==> src/sv/cbpg_pkg.sv <==
// ----------------------------------------------------------------------------
// cbpg_pkg
// Shared types, constants and helper functions of the color bar pattern
// generator.
// ----------------------------------------------------------------------------
package cbpg_pkg;

   localparam int MAX_DIMENSION = 4096;
   localparam int DIM_WIDTH     = $clog2(MAX_DIMENSION) + 1;
   localparam int POS_WIDTH     = $clog2(MAX_DIMENSION);
   localparam int NUM_BARS      = 8;
   localparam int BAR_WIDTH     = $clog2(NUM_BARS);
   localparam int NUM_EDGES     = NUM_BARS - 1;
   localparam int CSR_INDEX_WIDTH = 2;
   localparam int CSR_DATA_WIDTH  = DIM_WIDTH;
   localparam int COUNTER_WIDTH   = 32;

   typedef enum logic [CSR_INDEX_WIDTH-1:0] {
      CSR_FRAME_WIDTH  = 2'd0,
      CSR_FRAME_HEIGHT = 2'd1,
      CSR_BRIGHTNESS   = 2'd2,
      CSR_MIRROR       = 2'd3
   } csr_index_type;

   localparam logic [DIM_WIDTH-1:0] RESET_FRAME_WIDTH  = DIM_WIDTH'(640);
   localparam logic [DIM_WIDTH-1:0] RESET_FRAME_HEIGHT = DIM_WIDTH'(480);
   localparam logic [7:0]           RESET_BRIGHTNESS   = 8'd128;
   localparam logic [7:0]           NEUTRAL_OFFSET     = 8'd128;

   localparam logic [7:0] BAR_RED   [NUM_BARS] = '{8'd255, 8'd255, 8'd0, 8'd255,
                                                   8'd255, 8'd0,   8'd0, 8'd0};
   localparam logic [7:0] BAR_GREEN [NUM_BARS] = '{8'd255, 8'd255, 8'd255, 8'd255,
                                                   8'd0,   8'd0,   8'd0,   8'd0};
   localparam logic [7:0] BAR_BLUE  [NUM_BARS] = '{8'd255, 8'd0, 8'd255, 8'd0,
                                                   8'd255, 8'd0, 8'd255, 8'd0};

   typedef logic [NUM_EDGES-1:0][DIM_WIDTH-1:0] bar_edges_type;

   typedef struct packed {
      logic [POS_WIDTH-1:0] width_last;
      logic [POS_WIDTH-1:0] height_last;
      logic                 width_is_one;
      logic [7:0]           brightness;
      logic                 mirror;
      bar_edges_type        bar_edge;
   } cfg_type;

   typedef struct packed {
      logic [POS_WIDTH-1:0]     column;
      logic [POS_WIDTH-1:0]     row;
      logic [POS_WIDTH-1:0]     source_x;
      logic                     end_of_line;
      logic                     end_of_frame;
      logic                     first_pixel;
      logic                     fourth_byte;
      logic [COUNTER_WIDTH-1:0] frame_counter;
   } pos_type;

   function automatic logic [DIM_WIDTH-1:0] effective_size(input logic [DIM_WIDTH-1:0] v);
      logic [DIM_WIDTH-1:0] r;
      r = v;
      if (v == '0) begin
         r = DIM_WIDTH'(1);
      end else if (v > DIM_WIDTH'(MAX_DIMENSION)) begin
         r = DIM_WIDTH'(MAX_DIMENSION);
      end
      return r;
   endfunction

   // first column of bars 1..7; all ones when bars are zero wide
   function automatic bar_edges_type bar_edges(input logic [DIM_WIDTH-1:0] w);
      bar_edges_type        e;
      logic [DIM_WIDTH-1:0] bar_w;
      bar_w = w >> BAR_WIDTH;
      for (int k = 0; k < NUM_EDGES; k++) begin
         if (bar_w == '0) begin
            e[k] = '1;
         end else begin
            e[k] = DIM_WIDTH'(bar_w * DIM_WIDTH'(k + 1));
         end
      end
      return e;
   endfunction

endpackage

==> src/sv/cbpg_req_if.sv <==
// ----------------------------------------------------------------------------
// cbpg_req_if
// Request channel: one transaction per pixel to generate.
// ----------------------------------------------------------------------------
interface cbpg_req_if;
   logic valid;
   logic ready;
   logic stream_start;

   modport source (output valid, output stream_start, input ready);
   modport sink   (input valid, input stream_start, output ready);
endinterface

==> src/sv/cbpg_rsp_if.sv <==
// ----------------------------------------------------------------------------
// cbpg_rsp_if
// Response channel: one transaction per generated pixel.
// ----------------------------------------------------------------------------
interface cbpg_rsp_if;
   logic        valid;
   logic        ready;
   logic [7:0]  red;
   logic [7:0]  green;
   logic [7:0]  blue;
   logic [11:0] column;
   logic [11:0] row;
   logic        end_of_line;
   logic        end_of_frame;

   modport source (output valid, output red, output green, output blue,
                   output column, output row, output end_of_line,
                   output end_of_frame, input ready);
   modport sink   (input valid, input red, input green, input blue,
                   input column, input row, input end_of_line,
                   input end_of_frame, output ready);
endinterface

==> src/sv/cbpg_csr.sv <==
// ----------------------------------------------------------------------------
// cbpg_csr
// Configuration registers; frame sizes are clamped and bar edges derived
// at write time.
// ----------------------------------------------------------------------------
module cbpg_csr
   import cbpg_pkg::*;
(
   input  logic                       clock,
   input  logic                       reset,
   input  logic                       csr_write_enable,
   input  logic [CSR_INDEX_WIDTH-1:0] csr_index,
   input  logic [CSR_DATA_WIDTH-1:0]  csr_data,
   output cfg_type                    cfg
);

   logic [DIM_WIDTH-1:0] width_eff;
   logic [DIM_WIDTH-1:0] height_eff;
   logic [DIM_WIDTH-1:0] reset_width_eff;
   logic [DIM_WIDTH-1:0] reset_height_eff;
   cfg_type              cfg_ff;
   cfg_type              cfg_in;

   always_comb begin
      width_eff        = effective_size(csr_data);
      height_eff       = effective_size(csr_data);
      reset_width_eff  = effective_size(RESET_FRAME_WIDTH);
      reset_height_eff = effective_size(RESET_FRAME_HEIGHT);
      cfg_in = cfg_ff;
      if (csr_write_enable) begin
         case (csr_index)
            CSR_FRAME_WIDTH: begin
               cfg_in.width_last   = POS_WIDTH'(width_eff - DIM_WIDTH'(1));
               cfg_in.width_is_one = (width_eff == DIM_WIDTH'(1));
               cfg_in.bar_edge     = bar_edges(width_eff);
            end
            CSR_FRAME_HEIGHT: begin
               cfg_in.height_last = POS_WIDTH'(height_eff - DIM_WIDTH'(1));
            end
            CSR_BRIGHTNESS: begin
               cfg_in.brightness = csr_data[7:0];
            end
            CSR_MIRROR: begin
               cfg_in.mirror = csr_data[0];
            end
            default: begin
               cfg_in = cfg_ff;
            end
         endcase
      end
   end

   always_ff @(posedge clock) begin
      if (reset) begin
         cfg_ff.width_last   <= POS_WIDTH'(reset_width_eff - DIM_WIDTH'(1));
         cfg_ff.height_last  <= POS_WIDTH'(reset_height_eff - DIM_WIDTH'(1));
         cfg_ff.width_is_one <= (reset_width_eff == DIM_WIDTH'(1));
         cfg_ff.brightness   <= RESET_BRIGHTNESS;
         cfg_ff.mirror       <= 1'b0;
         cfg_ff.bar_edge     <= bar_edges(reset_width_eff);
      end else begin
         cfg_ff <= cfg_in;
      end
   end

   assign cfg = cfg_ff;

endmodule

==> src/sv/cbpg_raster.sv <==
// ----------------------------------------------------------------------------
// cbpg_raster
// Raster position counters and frame counter; first pipeline stage.
// ----------------------------------------------------------------------------
module cbpg_raster
   import cbpg_pkg::*;
(
   input  logic       clock,
   input  logic       reset,
   cbpg_req_if.sink   req,
   input  cfg_type    cfg,
   input  logic       stage_ready,
   output logic       pos_valid,
   output pos_type    pos
);

   logic [POS_WIDTH-1:0]     column_ff, column_in;
   logic [POS_WIDTH-1:0]     row_ff, row_in;
   logic [COUNTER_WIDTH-1:0] frame_counter_ff, frame_counter_in;
   logic                     pos_valid_ff, pos_valid_in;
   pos_type                  pos_ff, pos_in;

   logic                     advance;
   logic                     accept;
   logic [POS_WIDTH-1:0]     col_s, col_a;
   logic [DIM_WIDTH-1:0]     row_s, row_a, row_b;
   logic [COUNTER_WIDTH-1:0] fc_s;
   logic                     eol, eof;

   assign advance   = !pos_valid_ff || stage_ready;
   assign req.ready = advance;
   assign accept    = req.valid && advance;

   always_comb begin
      fc_s  = req.stream_start ? '0 : frame_counter_ff;
      col_s = req.stream_start ? '0 : column_ff;
      row_s = req.stream_start ? '0 : {1'b0, row_ff};
      col_a = col_s;
      row_a = row_s;
      if (col_s > cfg.width_last) begin
         col_a = '0;
         row_a = row_s + DIM_WIDTH'(1);
      end
      row_b = (row_a > {1'b0, cfg.height_last}) ? '0 : row_a;
      eol = (col_a == cfg.width_last);
      eof = eol && (row_b[POS_WIDTH-1:0] == cfg.height_last);

      pos_in.column        = col_a;
      pos_in.row           = row_b[POS_WIDTH-1:0];
      pos_in.source_x      = cfg.mirror ? (cfg.width_last - col_a) : col_a;
      pos_in.end_of_line   = eol;
      pos_in.end_of_frame  = eof;
      pos_in.first_pixel   = (row_b == '0) && (col_a == '0);
      pos_in.fourth_byte   = ((row_b == '0) && (col_a == POS_WIDTH'(1))) ||
                             (cfg.width_is_one && (row_b == DIM_WIDTH'(1)) && (col_a == '0));
      pos_in.frame_counter = fc_s;

      column_in        = column_ff;
      row_in           = row_ff;
      frame_counter_in = frame_counter_ff;
      if (accept) begin
         column_in        = eol ? '0 : col_a + POS_WIDTH'(1);
         row_in           = eof ? '0 :
                            (eol ? row_b[POS_WIDTH-1:0] + POS_WIDTH'(1) : row_b[POS_WIDTH-1:0]);
         frame_counter_in = eof ? fc_s + COUNTER_WIDTH'(1) : fc_s;
      end
      pos_valid_in = advance ? req.valid : pos_valid_ff;
   end

   always_ff @(posedge clock) begin
      if (reset) begin
         column_ff        <= '0;
         row_ff           <= '0;
         frame_counter_ff <= '0;
         pos_valid_ff     <= 1'b0;
      end else begin
         column_ff        <= column_in;
         row_ff           <= row_in;
         frame_counter_ff <= frame_counter_in;
         pos_valid_ff     <= pos_valid_in;
      end
   end

   always_ff @(posedge clock) begin
      if (accept) begin
         pos_ff <= pos_in;
      end
   end

   assign pos_valid = pos_valid_ff;
   assign pos       = pos_ff;

endmodule

==> src/sv/cbpg_color.sv <==
// ----------------------------------------------------------------------------
// cbpg_color
// Bar lookup, brightness offset, green and blue saturation and frame counter
// insertion; output register.
// ----------------------------------------------------------------------------
module cbpg_color
   import cbpg_pkg::*;
(
   input  logic       clock,
   input  logic       reset,
   input  cfg_type    cfg,
   input  logic       pos_valid,
   input  pos_type    pos,
   output logic       stage_ready,
   cbpg_rsp_if.source rsp
);

   logic                 out_valid_ff, out_valid_in;
   logic [7:0]           red_ff, red_in;
   logic [7:0]           green_ff, green_in;
   logic [7:0]           blue_ff, blue_in;
   logic [POS_WIDTH-1:0] column_ff, row_ff;
   logic                 eol_ff, eof_ff;

   logic [BAR_WIDTH-1:0] bar;
   logic [9:0]           green_sum, blue_sum;
   logic                 load;

   function automatic logic [7:0] saturate(input logic [9:0] biased);
      logic [7:0] r;
      if (biased < 10'd128) begin
         r = 8'd0;
      end else if (biased > 10'd383) begin
         r = 8'd255;
      end else begin
         r = 8'(biased - 10'd128);
      end
      return r;
   endfunction

   assign stage_ready = !out_valid_ff || rsp.ready;
   assign load        = stage_ready && pos_valid;

   always_comb begin
      bar = '0;
      for (int k = 0; k < NUM_EDGES; k++) begin
         bar = bar + BAR_WIDTH'({1'b0, pos.source_x} >= cfg.bar_edge[k]);
      end
      green_sum = {2'b00, BAR_GREEN[bar]} + {2'b00, cfg.brightness};
      blue_sum  = {2'b00, BAR_BLUE[bar]} + {2'b00, cfg.brightness};
      red_in    = BAR_RED[bar] + cfg.brightness + NEUTRAL_OFFSET +
                  {3'b000, pos.frame_counter[4:0]};
      green_in  = saturate(green_sum);
      blue_in   = saturate(blue_sum);
      if (pos.first_pixel) begin
         red_in   = pos.frame_counter[7:0];
         green_in = pos.frame_counter[15:8];
         blue_in  = pos.frame_counter[23:16];
      end else if (pos.fourth_byte) begin
         red_in   = pos.frame_counter[31:24];
      end
      out_valid_in = stage_ready ? pos_valid : out_valid_ff;
   end

   always_ff @(posedge clock) begin
      if (reset) begin
         out_valid_ff <= 1'b0;
      end else begin
         out_valid_ff <= out_valid_in;
      end
   end

   always_ff @(posedge clock) begin
      if (load) begin
         red_ff    <= red_in;
         green_ff  <= green_in;
         blue_ff   <= blue_in;
         column_ff <= pos.column;
         row_ff    <= pos.row;
         eol_ff    <= pos.end_of_line;
         eof_ff    <= pos.end_of_frame;
      end
   end

   assign rsp.valid        = out_valid_ff;
   assign rsp.red          = red_ff;
   assign rsp.green        = green_ff;
   assign rsp.blue         = blue_ff;
   assign rsp.column       = column_ff;
   assign rsp.row          = row_ff;
   assign rsp.end_of_line  = eol_ff;
   assign rsp.end_of_frame = eof_ff;

endmodule

==> src/sv/color_bar_pattern_generator_unit.sv <==
// ----------------------------------------------------------------------------
// color_bar_pattern_generator_unit
// Eight vertical color bar test pattern, one pixel per request in raster
// order.
// ----------------------------------------------------------------------------
// Each request transaction yields one pixel transaction. The block takes a
// request every clock cycle while the response side does not stall: the
// raster and frame counters update in the first stage, the bar lookup and
// color arithmetic fill the output register in the second. Bar boundaries
// are computed when the frame width is written, so no division sits in the
// pixel path. Registers must be written through the csr port only while
// no pixel is in flight; the block itself does not enforce this.
// ----------------------------------------------------------------------------
module color_bar_pattern_generator_unit
   import cbpg_pkg::*;
(
   input  logic                       clock,
   input  logic                       reset,
   cbpg_req_if.sink                   req,
   cbpg_rsp_if.source                 rsp,
   input  logic                       csr_write_enable,
   input  logic [CSR_INDEX_WIDTH-1:0] csr_index,
   input  logic [CSR_DATA_WIDTH-1:0]  csr_data
);

   cfg_type cfg;
   pos_type pos;
   logic    pos_valid;
   logic    stage_ready;

   cbpg_csr u_csr (
      .clock            (clock),
      .reset            (reset),
      .csr_write_enable (csr_write_enable),
      .csr_index        (csr_index),
      .csr_data         (csr_data),
      .cfg              (cfg)
   );

   cbpg_raster u_raster (
      .clock       (clock),
      .reset       (reset),
      .req         (req),
      .cfg         (cfg),
      .stage_ready (stage_ready),
      .pos_valid   (pos_valid),
      .pos         (pos)
   );

   cbpg_color u_color (
      .clock       (clock),
      .reset       (reset),
      .cfg         (cfg),
      .pos_valid   (pos_valid),
      .pos         (pos),
      .stage_ready (stage_ready),
      .rsp         (rsp)
   );

endmodule
==> src/flat_wrapper.sv <==
// flat-port wrapper written by rule: the top's interface ports become plain ports
module color_bar_pattern_generator_unit_flat import cbpg_pkg::*;
  (clock, reset, csr_write_enable, csr_index, csr_data, req_valid, req_stream_start, req_ready, rsp_valid, rsp_red, rsp_green, rsp_blue, rsp_column, rsp_row, rsp_end_of_line, rsp_end_of_frame, rsp_ready);
  cbpg_req_if req_i ();
  cbpg_rsp_if rsp_i ();
  input  logic clock;
  input  logic reset;
  input  logic csr_write_enable;
  input  logic [CSR_INDEX_WIDTH-1:0] csr_index;
  input  logic [CSR_DATA_WIDTH-1:0] csr_data;
  input wire logic [$bits(req_i.valid)-1:0] req_valid;
  input wire logic [$bits(req_i.stream_start)-1:0] req_stream_start;
  output wire logic [$bits(req_i.ready)-1:0] req_ready;
  output wire logic [$bits(rsp_i.valid)-1:0] rsp_valid;
  output wire logic [$bits(rsp_i.red)-1:0] rsp_red;
  output wire logic [$bits(rsp_i.green)-1:0] rsp_green;
  output wire logic [$bits(rsp_i.blue)-1:0] rsp_blue;
  output wire logic [$bits(rsp_i.column)-1:0] rsp_column;
  output wire logic [$bits(rsp_i.row)-1:0] rsp_row;
  output wire logic [$bits(rsp_i.end_of_line)-1:0] rsp_end_of_line;
  output wire logic [$bits(rsp_i.end_of_frame)-1:0] rsp_end_of_frame;
  input wire logic [$bits(rsp_i.ready)-1:0] rsp_ready;
  assign req_i.valid = req_valid;
  assign req_i.stream_start = req_stream_start;
  assign req_ready = req_i.ready;
  assign rsp_valid = rsp_i.valid;
  assign rsp_red = rsp_i.red;
  assign rsp_green = rsp_i.green;
  assign rsp_blue = rsp_i.blue;
  assign rsp_column = rsp_i.column;
  assign rsp_row = rsp_i.row;
  assign rsp_end_of_line = rsp_i.end_of_line;
  assign rsp_end_of_frame = rsp_i.end_of_frame;
  assign rsp_i.ready = rsp_ready;
  color_bar_pattern_generator_unit u_core (.clock(clock), .reset(reset), .req(req_i), .rsp(rsp_i), .csr_write_enable(csr_write_enable), .csr_index(csr_index), .csr_data(csr_data));
endmodule
==> config.mk <==
export PLATFORM = sky130hd
export DESIGN_NAME = color_bar_pattern_generator_unit_flat
export DESIGN_NICKNAME = d
export VERILOG_FILES = /design/src/sv/cbpg_pkg.sv /design/src/sv/cbpg_req_if.sv /design/src/sv/cbpg_rsp_if.sv /design/src/sv/cbpg_csr.sv /design/src/sv/cbpg_raster.sv /design/src/sv/cbpg_color.sv /design/src/sv/color_bar_pattern_generator_unit.sv /design/src/flat_wrapper.sv
export SDC_FILE = /design/constraint.sdc
export NUM_CORES = 1
export LEC_CHECK = 0
export BUFFER_PORTS_ARGS = -buffer_cell sky130_fd_sc_hd__buf_2
export CAP_MARGIN = 20
export CORE_MARGIN = 8
export CORE_UTILIZATION = 57
export DETAILED_ROUTE_END_ITERATION = 8
export GPL_TIMING_DRIVEN = 0
export PLACE_DENSITY = 0.8
export RECOVER_POWER = 25
export SYNTH_ARGS = -nofsm -noshare
export SYNTH_HDL_FRONTEND = slang
export SYNTH_SLANG_ARGS = --single-unit
==> constraint.sdc <==
create_clock -name clock -period 7.6 [get_ports clock]
set_input_delay 1.14 -clock clock [delete_from_list [all_inputs] [get_ports clock]]
set_output_delay 1.14 -clock clock [all_outputs]
set_load 0.02 [all_outputs]
==> Yosys cells after proc, flatten, opt, wreduce, memory -nomap -nowiden <==
Memory sizes are Yosys's and may differ from the RTL's.
Index checks and enable logic that the tools add are counted.
{ "word_totals": {"ff_bits": 305, "romBits": 192, "input_bits": 21, "output_inout_bits": 52, "memories": 3} }
{ "op_classes": {"addsub": 19, "mul": 4, "order_cmp": 15, "eq_ne": 8, "mux": 34, "bitwise": 1, "reduce_logical": 21} }
{ "memory_table": {"columns": ["memory", "words", "word_bits", "rd", "rd_clocked_by_memory_dff", "wr", "line_no", "text"], "rows": [
  ["(no name shown)", 8, 8, 1, 0, 0, "cbpg_color.sv:51", "red_in = BAR_RED[bar] + cfg.brightness + NEUTRAL_OFFSET +"],
  ["(no name shown)", 8, 8, 1, 0, 0, "cbpg_color.sv:50", "blue_sum = {2'b00, BAR_BLUE[bar]} + {2'b00, cfg.brightness};"],
  ["(no name shown)", 8, 8, 1, 0, 0, "cbpg_color.sv:49", "green_sum = {2'b00, BAR_GREEN[bar]} + {2'b00, cfg.brightness};"]
]} }
{ "ops": {"columns": ["op", "count"], "rows": [
  ["13-bit two-way mux", 11],
  ["8-bit two-way mux", 14],
  ["12-bit by 13-bit greater-or-equal comparator with 1-bit output", 7],
  ["12-bit two-way mux", 7],
  ["32-bit two-way mux", 2],
  ["13-bit zero test", 3],
  ["32-bit by 1-bit adder with 32-bit output, second input constant", 1],
  ["13-bit by 1-bit equality test with 1-bit output, second input constant", 2],
  ["10-bit by 3-bit multiplier with 13-bit output, second input constant", 2],
  ["12-bit by 1-bit adder with 12-bit output, second input constant", 2],
  ["12-bit equality test", 2],
  ["10-bit by 2-bit multiplier with 12-bit output, second input constant", 2],
  ["8-bit by 8-bit adder with 9-bit output", 2],
  ["9-bit > comparator, second input constant", 2],
  ["9-bit by 8-bit < comparator with 1-bit output, second input constant", 2],
  ["8-bit subtractor, second input constant", 2],
  ["12-bit by 1-bit adder with 13-bit output, second input constant", 1],
  ["13-bit by 12-bit > comparator with 1-bit output", 1],
  ["13-bit > comparator, second input constant", 1],
  ["3-bit by 1-bit adder with 3-bit output", 4],
  ["12-bit by 1-bit equality test with 1-bit output, second input constant", 1],
  ["12-bit > comparator", 1],
  ["12-bit zero test", 1],
  ["12-bit by 1-bit subtractor with 12-bit output, second input constant", 1],
  ["15 further kinds", 28]
]} }

==> Longest topological paths before layout <==
Gate-level depths: netlist (run 1).
{ "depth": {"ltp_word": 16, "ltp_mapped": 34, "depth_no_buf": 33} }

==> Modules after synthesis <==
Synthesis (run 1) repeated with hierarchy kept, for this count alone.
{ "unflattened": {"hier_cells": 2010, "area_unflattened_um2": 18273.8} }
{ "modules_own_cells": {"columns": ["module", "n_inst", "cells_each", "area_per_inst_um2", "seq_area_each_um2"], "rows": [
  ["cbpg_raster", 1, 896, 8186.6, 3303.2],
  ["cbpg_color", 1, 533, 5118.7, 1521.5],
  ["cbpg_csr", 1, 581, 4968.5, 1561.5]
]} }

==> Worst setup path before layout (run 1) <==
OpenSTA, ideal clock, no wires.
{ "synth_path": {"path_type": "input -> register", "startpoint": "in req_stream_start", "endpoint": "reg u_core.u_raster.frame_counter_ff[26]", "setup_time_ps": 123, "t_arrival_ps": 7236, "setup_slack_ps": 241, "path_stages": 27, "n_path_buf": 6, "cell_sequence": "clkbuf_1 -> clkbuf_1 -> clkbuf_1 -> clkbuf_1 -> clkbuf_1 -> nor2b_1 -> ha_1 -> nor2b_1 -> o211ai_2 -> a211oi_4 -> nor3_1 -> o31a_1 -> nor2_1 -> inv_1 -> ha_1 -> nand4_1 -> nor4_1 -> a21oi_1 -> o21a_1 -> a41oi_1 -> o21ai_0 -> a21boi_0 -> o2111ai_1 -> or3_1 -> buf_2 -> nor4_2 -> mux2_1"} }
{ "synth_between": {"elab_chain_cells": 8, "elab_cells_between_ends": 14, "classes_between": "2 x add/sub; 2 x order compare; 2 x eq/ne; 7 x mux; 1 x reduce/logical"} }
{ "synth_lines": {"columns": ["element", "line_no", "text"], "rows": [
  ["from (decl)", "flat_wrapper.sv:12", "input wire logic [$bits(req_i.stream_start)-1:0] req_stream_start;"],
  ["12-bit two-way mux, on equally long branches", "cbpg_raster.sv:37, cbpg_raster.sv:36", null],
  ["12-bit by 1-bit adder with 13-bit output / 12-bit > comparator (equally long branches)", "cbpg_raster.sv:42, cbpg_raster.sv:40", null],
  ["13-bit two-way mux", "cbpg_raster.sv:40", "if (col_s > cfg.width_last) begin"],
  ["13-bit by 12-bit > comparator with 1-bit output", "cbpg_raster.sv:44", "row_b = (row_a > {1'b0, cfg.height_last}) ? '0 : row_a;"],
  ["13-bit two-way mux", "cbpg_raster.sv:44", null],
  ["12-bit equality test", "cbpg_raster.sv:46", "eof = eol && (row_b[POS_WIDTH-1:0] == cfg.height_last);"],
  ["1-bit logical AND", "cbpg_raster.sv:46", null],
  ["32-bit two-way mux (*)", "cbpg_raster.sv:65", "frame_counter_in = eof ? fc_s + COUNTER_WIDTH'(1) : fc_s;"],
  ["to (signal assigned)", "cbpg_raster.sv:79", "frame_counter_ff <= frame_counter_in;"],
  ["to (decl)", "cbpg_raster.sv:19", "logic [COUNTER_WIDTH-1:0] frame_counter_ff, frame_counter_in;"]
]} }
Every way passes the cells marked *; elsewhere a longest branch is shown, timed or not.
A chain may end at the register's enable or synchronous reset.

==> Final worst setup path (run 1) <==
{ "layout_path": {"startpoint": "reg u_core.u_raster.pos_ff (netlist bit u_core.u_raster.pos[36])", "endpoint": "reg u_core.u_color.red_ff[6] (netlist: u_core.u_color.rsp.red[6]) (data pin)"} }
{ "layout_between": {"elab_chain_cells": 16, "elab_cells_between_ends": 22, "classes_between": "9 x add/sub; 7 x order compare; 4 x mux; 1 x bitwise; 1 x memory"} }
{ "layout_lines": {"columns": ["element", "line_no", "text"], "rows": [
  ["from (decl)", "cbpg_raster.sv:21", "pos_type pos_ff, pos_in;"],
  ["from (signal assigned)", "cbpg_raster.sv:86", "pos_ff <= pos_in;"],
  ["12-bit by 13-bit greater-or-equal comparator with 1-bit output", "cbpg_color.sv:47", "bar = bar + BAR_WIDTH'({1'b0, pos.source_x} >= cfg.bar_edge[k]);"],
  ["1-bit by 1-bit adder with 2-bit output", "cbpg_color.sv:47", null],
  ["2-bit by 1-bit adder with 3-bit output", "cbpg_color.sv:47", null],
  ["3-bit by 1-bit adder with 3-bit output (3 in a row)", "cbpg_color.sv:47", null],
  ["3-bit by 1-bit adder with 3-bit output (*)", "cbpg_color.sv:47", null],
  ["3-bit inverter with 4-bit output (implied by the code) (*)", "cbpg_color.sv:51", null],
  ["memory read 8 x 8 bit (*)", null, null],
  ["8-bit two-way mux (implied by the code) (*) (2 in a row)", "cbpg_color.sv:51", null],
  ["8-bit adder (*) (2 in a row)", "cbpg_color.sv:51", null],
  ["8-bit by 5-bit adder with 8-bit output (*)", "cbpg_color.sv:51", null],
  ["8-bit two-way mux (*)", "cbpg_color.sv:59", "end else if (pos.fourth_byte) begin"],
  ["8-bit two-way mux (*)", "cbpg_color.sv:55", "if (pos.first_pixel) begin"],
  ["net u_core.u_color.red_in[6]", "cbpg_color.sv:19", "logic [7:0] red_ff, red_in;"],
  ["to (signal assigned)", "cbpg_color.sv:75", "red_ff <= red_in;"],
  ["to (decl)", "cbpg_color.sv:19", null]
]} }
Mark *: on every way through the listed nets, which the timed path passes. The rest lies on a longest branch. The select of a mux whose other input is x is not followed.

==> results.sh, run 1 <==
export IMPL_final_nets=2210
export IMPL_slew_headroom=-0.256
export IMPL_internal_power_mw=2.96
export IMPL_pwr_share_clk=0.339
export IMPL_dpl_hpwl_um=38000
export IMPL_ant_nets=0
export IMPL_power_frac_seq=0.360
export IMPL_hold_slack_ps=414
export IMPL_synth_cells=1865
export IMPL_io_pins=73
export IMPL_overflow=0
export IMPL_crit_family="adder cells"
export IMPL_ir_worst_vdd_mv=0.174
export IMPL_ctsLongestPathBuffers=3
export IMPL_critical_path_class="reg -> reg"
export IMPL_synth_top_area_frac=0.213
export IMPL_htree_levels=1
export IMPL_synthDistinctLibCells=82
export IMPL_synth_flop_cell="dfxtp_1"
export IMPL_cp_end_kind="flip-flop"
export IMPL_worstHoldPathType="reg -> reg"
export IMPL_worstSkewPairLatency_ps=560
export IMPL_synth_area_leaders="edfxtp_1, dfxtp_1, ha_1"
export IMPL_coreArea_sq_um=29600
export IMPL_gp_congestion=0.970
export IMPL_wl_met3_um=3650
export IMPL_synth_seq_cells=258
export IMPL_netSwitchingFraction=0.319
export IMPL_min_period_over_period=0.978
export IMPL_syn2layout_area_growth_pct=12.2
export IMPL_crit_buf_inv=5
export IMPL_antenna_found_initial=1
export IMPL_power_frac_comb=0.301
export IMPL_start_kind="flip-flop"
export IMPL_drt_initial_drc_count=1343
export IMPL_drive_above_1_share=0.104
export IMPL_path_max_fanout=5
export IMPL_wl_per_cell_um=20.5
export IMPL_post_dp_cell_area_sq_um=18100
export IMPL_highest_layer="met4"
export IMPL_ys_top_cells_by_count="ha_1, inv_1, nand2_1"
export IMPL_postCtsHoldBufs=0
export IMPL_grt_first_pass_wirelength_um=76000
export IMPL_leakagePower_nw=8.49
export IMPL_critPathMaxStageDelay_ps=550
export IMPL_async_flop_share=0
export IMPL_drc_errors=0
export IMPL_grt_pass1_vias=14200
export IMPL_min_period_ps=7430
export IMPL_vias_per_cell=6.18
export IMPL_violations="max-capacitance violations, max-slew violations"
export IMPL_cap_violations=2
export IMPL_cp_slowest_cell="fa_1"
export IMPL_slew_viol_final=34
export IMPL_die_h_um=190
export IMPL_start_util=0.580
export IMPL_netlist_area_sq_um=17200
export IMPL_power_mw=4.34
export IMPL_synth_nets=2098
export IMPL_dr_pass1_iters=6
export IMPL_clkTransAtPathRegs_ps=70
export IMPL_worst_ep_arrival_time_ps=7750
export IMPL_critPathRequiredTime_ps=7920
export IMPL_yosys_area_top_type="edfxtp_1"
export IMPL_status="finished, violations left"
export IMPL_final_area_sq_um=19300
export IMPL_power_switching_mw=1.39
export IMPL_met1_length_um=20300
export IMPL_cts_tree="built"
export IMPL_grt_max_degree=47
export IMPL_wirelength_um=48900
export IMPL_worst_pin_slew_ps=1880
export IMPL_synth_warnings=0
export IMPL_crit_path_frequent_cell="a21o_1"
export IMPL_synth_area_per_cell_sq_um=9.22
export IMPL_setup_viol=0
export IMPL_clock_tree_root_cell="clkbuf_16"
export IMPL_cts_sinks=258
export IMPL_via_count=14800
export IMPL_die_area_sq_um=36000
export IMPL_track_usage=0.262
export IMPL_ys_seq_area_frac=0.372
export IMPL_die_w_um=190
export IMPL_finalHoldViolCount=0
export IMPL_finClkSkew_ps=29.5
export IMPL_fmax_ghz=0.135
export IMPL_route_met2_wl_um=23200
export IMPL_rows=63
export IMPL_synth_edf_count=122
export IMPL_cellPowerDensity_nw_per_um2=225
export IMPL_post_synth_top_count_cell="ha_1"
export IMPL_port_buffers=71
export IMPL_cts_buffers_inserted=28
-- registers in the layout, indices dropped and copies added (netlist names), 8 cells and up --
name                              cells
u_core.u_color.rsp.column            12
u_core.u_raster.row_ff               12
u_core.u_color.rsp.red                8
u_core.u_color.rsp.row               12
u_core.u_color.rsp.green              8
u_core.u_raster.frame_counter_ff     32
u_core.u_raster.column_ff            12
u_core.u_color.rsp.blue               8
u_core.u_csr.cfg                     78
u_core.u_raster.pos                  72
-- routing by layer --
layer,vias to the layer above,GRT usage
li1,6895,-
met1,7084,0.342
met2,647,0.435
met3,136,0.0361
met4,0,0.103
met5,-,0
-- stage by stage --
stage	TNS, ps	setup WS [ps]	utilization	cells
after floorplan	0	241	-	1865
after global placement	-113900	-2440	0.608	2326
after detailed placement	-114230	-2480	0.610	2328
after CTS	0	6.32	0.645	2377
after global routing	-197	-72.9	0.651	2390
final	0	170	0.651	2390
-- final cells by class --
| class | instances | area [sq um] |
|---|---|---|
| fill | 2423 | 10400 |
| clock inverter | 18 | 260 |
| multi-input combinational | 1339 | 9900 |
| inverter | 186 | 702 |
| antenna | 1 | 2.50 |
| buffer | 78 | 322 |
| sequential | 258 | 6390 |
| clock buffer | 34 | 763 |
| timing repair buffer | 86 | 464 |
| tap | 390 | 488 |
-- cells by family after synthesis --
family,count (synthesis),share of synthesized area
mux,44,0.0285
buf+inv,268,0.0595
xor+xnor,74,0.0385
compound gates,435,0.166
flops,258,0.372
fa+ha+maj,214,0.166
simple gates,572,0.170
-- power by group through the flow --
stage	registers, mW	logic, mW	clock network, mW
2_1_floorplan	1.60	0.806	0
3_3_place_gp	1.59	1.08	0
3_5_place_dp	1.59	1.14	0
4_1_cts	1.56	1.17	1.48
5_1_grt	1.57	1.43	1.54
6_report	1.56	1.31	1.47
-- path summary, 6_finish.rpt --
| path | from | to | slack (ps) | cells after the start |
|---|---|---|---|---|
| setup / recovery | u_core.u_raster.pos[36] | u_core.u_color.rsp.red[6] | 170 | 31 |
| hold / removal | u_core.u_raster.pos[56] | u_core.u_color.rsp.row[8] | 410 | 0 |
| setup reg to reg | u_core.u_raster.pos[36] | u_core.u_color.rsp.red[6] | 170 | 31 |
| hold reg to reg | u_core.u_raster.pos[56] | u_core.u_color.rsp.row[8] | 410 | 0 |
-- repair_timing --
item                                    4_1_cts  5_1_grt
setup buffers                                 0       13
endpoints found under the hold margin         0        0
gates resized for setup                      11       30
endpoints found under the setup margin       63       50
pin swaps                                     0        7
-- cells in the final DEF, fill, tap and decap left out, types with 9 or more instances in the layout --
cell,n
ha_1,187
inv_1,181
nand2_1,152
a21oi_1,135
dfxtp_1,135
edfxtp_1,122
nor2_1,104
clkbuf_1,73
o21ai_0,73
nor2b_1,70
buf_2,69
xnor2_1,58
nand3_1,57
a21o_1,41
and3_1,38
nand4_1,34
o211ai_1,33
clkbuf_16,28
nor3_1,23
a31oi_1,21
fa_1,21
nand2b_1,20
mux2_2,19
a211oi_1,18
mux2i_1,15
a221oi_1,15
buf_4,14
xor2_1,14
nor4_1,13
o21a_1,12
or3_1,11
and2_1,11
o21bai_1,9
Note: power is estimated with default switching activity, not from simulation.
==> run 2: changes to the inputs <==
==> constraint.sdc (replaced) <==
create_clock -name clock -period 7.6 [get_ports clock]
set_input_delay 0.76 -clock clock [delete_from_list [all_inputs] [get_ports clock]]
set_output_delay 0.76 -clock clock [all_outputs]
set_load 0.02 [all_outputs]
==> run 2 against run 1 <==
Net effect: the flow still finishes with violations (max-capacitance violations, max-slew violations); largest cell class unchanged; critical path depth is the same; combinational power is essentially flat; final area shrank 0.29%; register-to-register slack gained 60 ps; non-clock buffer count shrank 5; setup slack gained 64 ps; first-iteration DRC count shrank 0.74%; via count is essentially flat; largest power group unchanged; global-route usage shrank 0.082 points; clock skew shrank 2.8 ps.
==> results.sh, run 2 (synthesized netlist as in run 1, its figures left out) <==
export IMPL_die_area_sq_um=36000
export IMPL_critPathRequiredTime_ps=7920
export IMPL_post_dp_cell_area_sq_um=18100
export IMPL_worstSkewPairLatency_ps=560
export IMPL_coreArea_sq_um=29600
export IMPL_wirelength_um=48600
export IMPL_worstHoldPathType="reg -> reg"
export IMPL_drt_initial_drc_count=1333
export IMPL_gp_congestion=0.970
export IMPL_multiInputGateArea_sq_um=9880
export IMPL_status="finished, violations left"
export IMPL_cp_end_kind="flip-flop"
export IMPL_final_nets=2205
export IMPL_crit_path_frequent_cell="a21o_1"
export IMPL_clkTransAtPathRegs_ps=70
export IMPL_cap_violations=2
export IMPL_violations="max-capacitance violations, max-slew violations"
export IMPL_ant_nets=0
export IMPL_leakagePower_nw=8.47
export IMPL_cellPowerDensity_nw_per_um2=225
export IMPL_dr_pass1_iters=6
export IMPL_grt_first_pass_wirelength_um=75800
export IMPL_ctsLongestPathBuffers=3
export IMPL_min_period_ps=7370
export IMPL_finalHoldViolCount=0
export IMPL_layout_commonest_cell="ha_1"
export IMPL_largest_reg_flops=78
export IMPL_cts_tree="built"
export IMPL_area_sequential_sq_um=6390
export IMPL_mostFrequentLayoutCells="ha_1, inv_1, nand2_1"
export IMPL_cts_buffers_inserted=28
export IMPL_io_pins=73
export IMPL_power_frac_comb=0.298
export IMPL_finClkSkew_ps=26.7
export IMPL_die_h_um=190
export IMPL_clock_tree_root_cell="clkbuf_16"
export IMPL_netSwitchingFraction=0.320
export IMPL_syn2layout_area_growth_pct=11.9
export IMPL_htree_levels=1
export IMPL_track_usage=0.261
export IMPL_fillers=2429
export IMPL_drive_above_1_share=0.0993
export IMPL_power_frac_seq=0.361
export IMPL_via_count=14800
export IMPL_antenna_found_initial=1
export IMPL_critPathMaxStageDelay_ps=550
export IMPL_start_kind="flip-flop"
export IMPL_cts_sinks=258
export IMPL_grt_max_degree=47
export IMPL_final_area_sq_um=19200
export IMPL_rows=63
export IMPL_port_buffers=71
export IMPL_reg2reg_from="u_core.u_raster.pos[36]"
export IMPL_dpl_hpwl_um=38000
export IMPL_ir_worst_vdd_mv=0.175
export IMPL_wl_per_cell_um=20.4
export IMPL_internal_power_mw=2.94
export IMPL_pwr_share_clk=0.341
export IMPL_grt_pass1_vias=14200
export IMPL_hold_start="u_core.u_raster.pos[56]"
export IMPL_overflow=0
export IMPL_placed_cells=2328
export IMPL_stdcell_count=2385
export IMPL_setup_viol=0
export IMPL_path_max_fanout=5
export IMPL_fmax_ghz=0.136
export IMPL_start_util=0.580
export IMPL_postCtsHoldBufs=0
export IMPL_startpoint="u_core.u_raster.pos[36]"
export IMPL_slew_viol_final=35
export IMPL_worst_pin_slew_ps=1870
export IMPL_worst_ep_arrival_time_ps=7680
export IMPL_critical_path_class="reg -> reg"
export IMPL_die_w_um=190
export IMPL_vias_per_cell=6.19
export IMPL_min_period_over_period=0.969
export IMPL_drc_errors=0
export IMPL_power_switching_mw=1.38
export IMPL_cp_slowest_cell="fa_1"
export IMPL_slew_headroom=-0.244
## run 2: cell type report
| class | instances | area share |
|---|---|---|
| clock buffers | 34 | 0.0397 |
| well taps | 390 | 0.0254 |
| plain buffers | 77 | 0.0163 |
| inverters | 186 | 0.0363 |
| multi-input cells | 1339 | 0.514 |
| repair buffers | 82 | 0.0226 |
| flip-flops and latches | 258 | 0.332 |
| clock inverters | 18 | 0.0135 |
| diodes | 1 | 0.000130 |
## run 2: layer usage
layer	up-vias	share of wire	global-route usage
li1	6877	-	-
met1	7081	0.42	0.338
met2	660	0.47	0.437
met3	138	0.075	0.0353
met4	0	0.039	0.102
met5	-	0	0
## run 2: power groups by stage
stage	Clock, mW	Combinational, mW	Sequential [mW]
after floorplan	0	0.806	1.60
after global placement	0	1.08	1.59
after detailed placement	0	1.14	1.59
after CTS	1.48	1.17	1.56
after global routing	1.54	1.41	1.57
final	1.48	1.29	1.56
## run 2: critical path: cells and delay by family, from the launching register on
kind / cells / cell delay [ps]
AOI/OAI and AO/OA: 14 / 2480
buffers and inverters: 5 / 390
and+or+nand+nor: 2 / 220
adders and majority gates: 7 / 2890
xor gates and xnor gates: 1 / 240
DFF: 1 / 380
muxes: 2 / 530
## run 2: stage by stage
stage | TNS (ps) | utilization | setup slack [ps] | power, mW | hold slack (ps)
floorplan | 0 | - | 506 | 2.41 | 400
global placement | -88680 | 0.608 | -2060 | 2.67 | 405
detailed placement | -88510 | 0.610 | -2100 | 2.73 | 405
CTS | 0 | 0.645 | 6.32 | 4.21 | 417
global route | -15.4 | 0.649 | -11.8 | 4.52 | 422
finish | 0 | 0.649 | 233 | 4.32 | 412
## run 2: final timing paths
kind / endpoint / slack [ps] / cells past startpoint
setup / recovery: u_core.u_color.rsp.red[6] / 230 / 31
hold / removal: u_core.u_color.rsp.row[8] / 410 / 0
setup reg to reg: u_core.u_color.rsp.red[6] / 230 / 31
hold reg to reg: u_core.u_color.rsp.row[8] / 410 / 0
## run 2: timing repair
item / 4_1_cts / 5_1_grt
pin swaps: 0 / 6
buffers inserted: 0 / 9
resized for setup: 10 / 20
endpoints found under the setup margin: 50 / 50
==> run 3: changes to the inputs <==
--- a/config.mk
+++ b/config.mk
@@ -11,8 +11,9 @@
 export CORE_UTILIZATION = 57
 export DETAILED_ROUTE_END_ITERATION = 8
 export GPL_TIMING_DRIVEN = 0
-export PLACE_DENSITY = 0.8
+export PLACE_DENSITY = 0.79
 export RECOVER_POWER = 25
 export SYNTH_ARGS = -nofsm -noshare
 export SYNTH_HDL_FRONTEND = slang
+export SYNTH_HIERARCHICAL = 1
 export SYNTH_SLANG_ARGS = --single-unit
==> run 3 against run 2 <==
Net effect: synthesized area rose by 6.3%; hold slack got worse by 14 ps; largest cell class unchanged; wire length rose by 6.1%; flip-flop and latch count did not move; critical endpoint is now u_core/u_raster/frame_counter_ff[22]; synthesized cell count rose by 7.8%; final area rose by 5.4%; the flow still finishes with violations (max-capacitance violations, max-slew violations); highest routed layer unchanged; core utilization fell by 0.64 points; critical path type is now in -> reg.
==> results.sh, run 3 <==
export IMPL_status="finished, violations left"
export IMPL_violations="max-capacitance violations, max-slew violations"
export IMPL_synth_warnings=6
export IMPL_rsz0062_at_grt="no"
export IMPL_finalHoldViolCount=0
export IMPL_netSwitchingFraction=0.324
export IMPL_finClkSkew_ps=29.0
export IMPL_synth_area_leaders="edfxtp_1, dfxtp_1, ha_1"
export IMPL_post_synth_top_count_cell="ha_1"
export IMPL_final_area_sq_um=20300
export IMPL_crit_buf_inv=7
export IMPL_cts_buffers_inserted=29
export IMPL_internal_power_mw=2.99
export IMPL_dr_pass1_iters=7
export IMPL_die_h_um=195
export IMPL_crit_family="buffers and inverters"
export IMPL_post_dp_cell_area_sq_um=19200
export IMPL_synth_flop_cell="dfxtp_1"
export IMPL_min_period_over_period=0.958
export IMPL_synth_edf_count=122
export IMPL_ys_top_cells_by_count="ha_1, inv_1, nand2_1"
export IMPL_cellPowerDensity_nw_per_um2=218
export IMPL_via_count=15700
export IMPL_critPathMaxStageDelay_ps=540
export IMPL_wl_per_cell_um=20.3
export IMPL_slew_viol_final=41
export IMPL_layout_setup_ws_ps=316
export IMPL_grt_pass1_vias=15100
export IMPL_die_area_sq_um=38000
export IMPL_drive_above_1_share=0.117
export IMPL_mostFrequentLayoutCells="ha_1, inv_1, nand2_1"
export IMPL_start_util=0.579
export IMPL_grt_max_degree=41
export IMPL_placed_cells=2487
export IMPL_antenna_found_initial=0
export IMPL_syn2layout_area_growth_pct=10.9
export IMPL_netlist_area_sq_um=18300
export IMPL_ys_seq_area_frac=0.349
export IMPL_htree_levels=1
export IMPL_setup_viol=0
export IMPL_leakagePower_nw=8.78
export IMPL_worst_pin_slew_ps=2250
export IMPL_cap_violations=1
export IMPL_power_mw=4.43
export IMPL_synthDistinctLibCells=105
export IMPL_multiInputGateArea_sq_um=10600
export IMPL_final_nets=2350
export IMPL_area_sequential_sq_um=6390
export IMPL_coreArea_sq_um=31600
export IMPL_ant_nets=0
export IMPL_synth_area_per_cell_sq_um=9.09
export IMPL_grt_first_pass_wirelength_um=81900
export IMPL_io_pins=73
export IMPL_synth_top_area_frac=0.200
export IMPL_diodes=0
export IMPL_fmax_ghz=0.137
export IMPL_crit_path_frequent_cell="buf_2"
export IMPL_rows=65
export IMPL_gp_congestion=0.950
export IMPL_min_period_ps=7280
export IMPL_preCtsSetupSlack_ps=-1380
export IMPL_pwr_share_clk=0.335
export IMPL_overflow=0
export IMPL_cp_end_kind="flip-flop"
export IMPL_dpl_hpwl_um=39800
export IMPL_worst_ep_arrival_time_ps=7740
export IMPL_wirelength_um=51600
export IMPL_critical_path_class="in -> reg"
export IMPL_drc_errors=0
export IMPL_ctsLongestPathBuffers=3
export IMPL_start_kind="input port"
export IMPL_largest_reg_flops=78
export IMPL_fillers=2596
export IMPL_power_frac_comb=0.307
export IMPL_port_buffers=71
export IMPL_worstSkewPairLatency_ps=570
export IMPL_track_usage=0.265
export IMPL_stdcell_count=2543
export IMPL_async_flop_share=0
export IMPL_slew_headroom=-0.501
export IMPL_yosys_area_top_type="edfxtp_1"
export IMPL_ir_worst_vdd_mv=0.177
export IMPL_critPathRequiredTime_ps=8060
export IMPL_power_switching_mw=1.43
export IMPL_synth_cells=2010
export IMPL_layout_commonest_cell="ha_1"
export IMPL_power_frac_seq=0.358
export IMPL_path_max_fanout=17
export IMPL_worstHoldPathType="reg -> reg"
export IMPL_cp_slowest_cell="a211oi_1"
export IMPL_cts_tree="built"
export IMPL_cts_sinks=258
export IMPL_synth_seq_cells=258
export IMPL_drt_initial_drc_count=1795
export IMPL_synth_nets=2242
export IMPL_clock_tree_root_cell="clkbuf_16"
export IMPL_vias_per_cell=6.17
export IMPL_clkTransAtPathRegs_ps=60
export IMPL_die_w_um=195
## run 3: cell types whose count changed after synthesis, sizes merged, moves of 12 or more
| cell | before | now |
|---|---|---|
| buf | 13 | 71 |
| nor2 | 104 | 157 |
| a311oi | 2 | 32 |
| nand2 | 153 | 175 |
| nor3 | 26 | 48 |
| o211ai | 34 | 17 |
| a21oi | 137 | 121 |
| a21o | 41 | 26 |
| a211o | 3 | 17 |
| nand3 | 57 | 43 |
| and3 | 38 | 25 |
| xor2 | 14 | 26 |
## run 3: layer usage
layer | wire [um] | vias to the layer above | track usage
met4 | 1330 | 0 | 0.0794
met1 | 23500 | 7486 | 0.382
met2 | 22200 | 710 | 0.404
met5 | 0 | - | 0
met3 | 4560 | 90 | 0.0401
li1 | - | 7397 | -
## run 3: cell families after synthesis
group,synth area share
xor+xnor,0.0393
fa+ha+maj,0.157
flops,0.349
simple gates,0.189
mux,0.0177
buf+inv,0.0755
compound gates,0.172
## run 3: power groups by stage
stage	registers, mW	clock network [mW]	logic, mW
finish	1.58	1.48	1.36
global route	1.59	1.55	1.51
CTS	1.58	1.49	1.32
detailed placement	1.61	0	1.29
global placement	1.61	0	1.25
floorplan	1.62	0	0.960
## run 3: what timing repair did
item | 4_1_cts | 5_1_grt
hold buffers | 0 | 0
buffers inserted | 0 | 3
cloned | 0 | 0
setup endpoints to repair | 46 | 49
pin swaps | 0 | 0
gates resized for setup | 5 | 15
## run 3: metrics by stage
| stage | TNS, ps | utilization | hold slack [ps] |
|---|---|---|---|
| after global routing | 0 | 0.642 | 419 |
| after floorplan | 0 | - | 400 |
| after detailed placement | -52690 | 0.609 | 405 |
| final | 0 | 0.642 | 398 |
| after global placement | -45720 | 0.606 | 402 |
| after CTS | 0 | 0.642 | 394 |
## run 3: path summary, 6_finish.rpt
path	startpoint	to	slack (ps)	cells past startpoint
hold reg to reg	u_core/u_raster/pos[67]	u_core/u_color/rsp.column[7]	400	0
setup / recovery	req_stream_start	u_core/u_raster/frame_counter_ff[22]	320	26
hold / removal	u_core/u_raster/pos[67]	u_core/u_color/rsp.column[7]	400	0
setup reg to reg	u_core/u_csr/cfg[0]	u_core/u_color/rsp.red[5]	450	30
## run 3: area by class of cell
cell class | count | area share
multi-input combinational | 1441 | 0.521
clock buffer | 39 | 0.0407
inverter | 180 | 0.0335
tap | 402 | 0.0248
buffer | 130 | 0.0348
sequential | 258 | 0.315
clock inverter | 15 | 0.00975
timing repair buffer | 78 | 0.0207
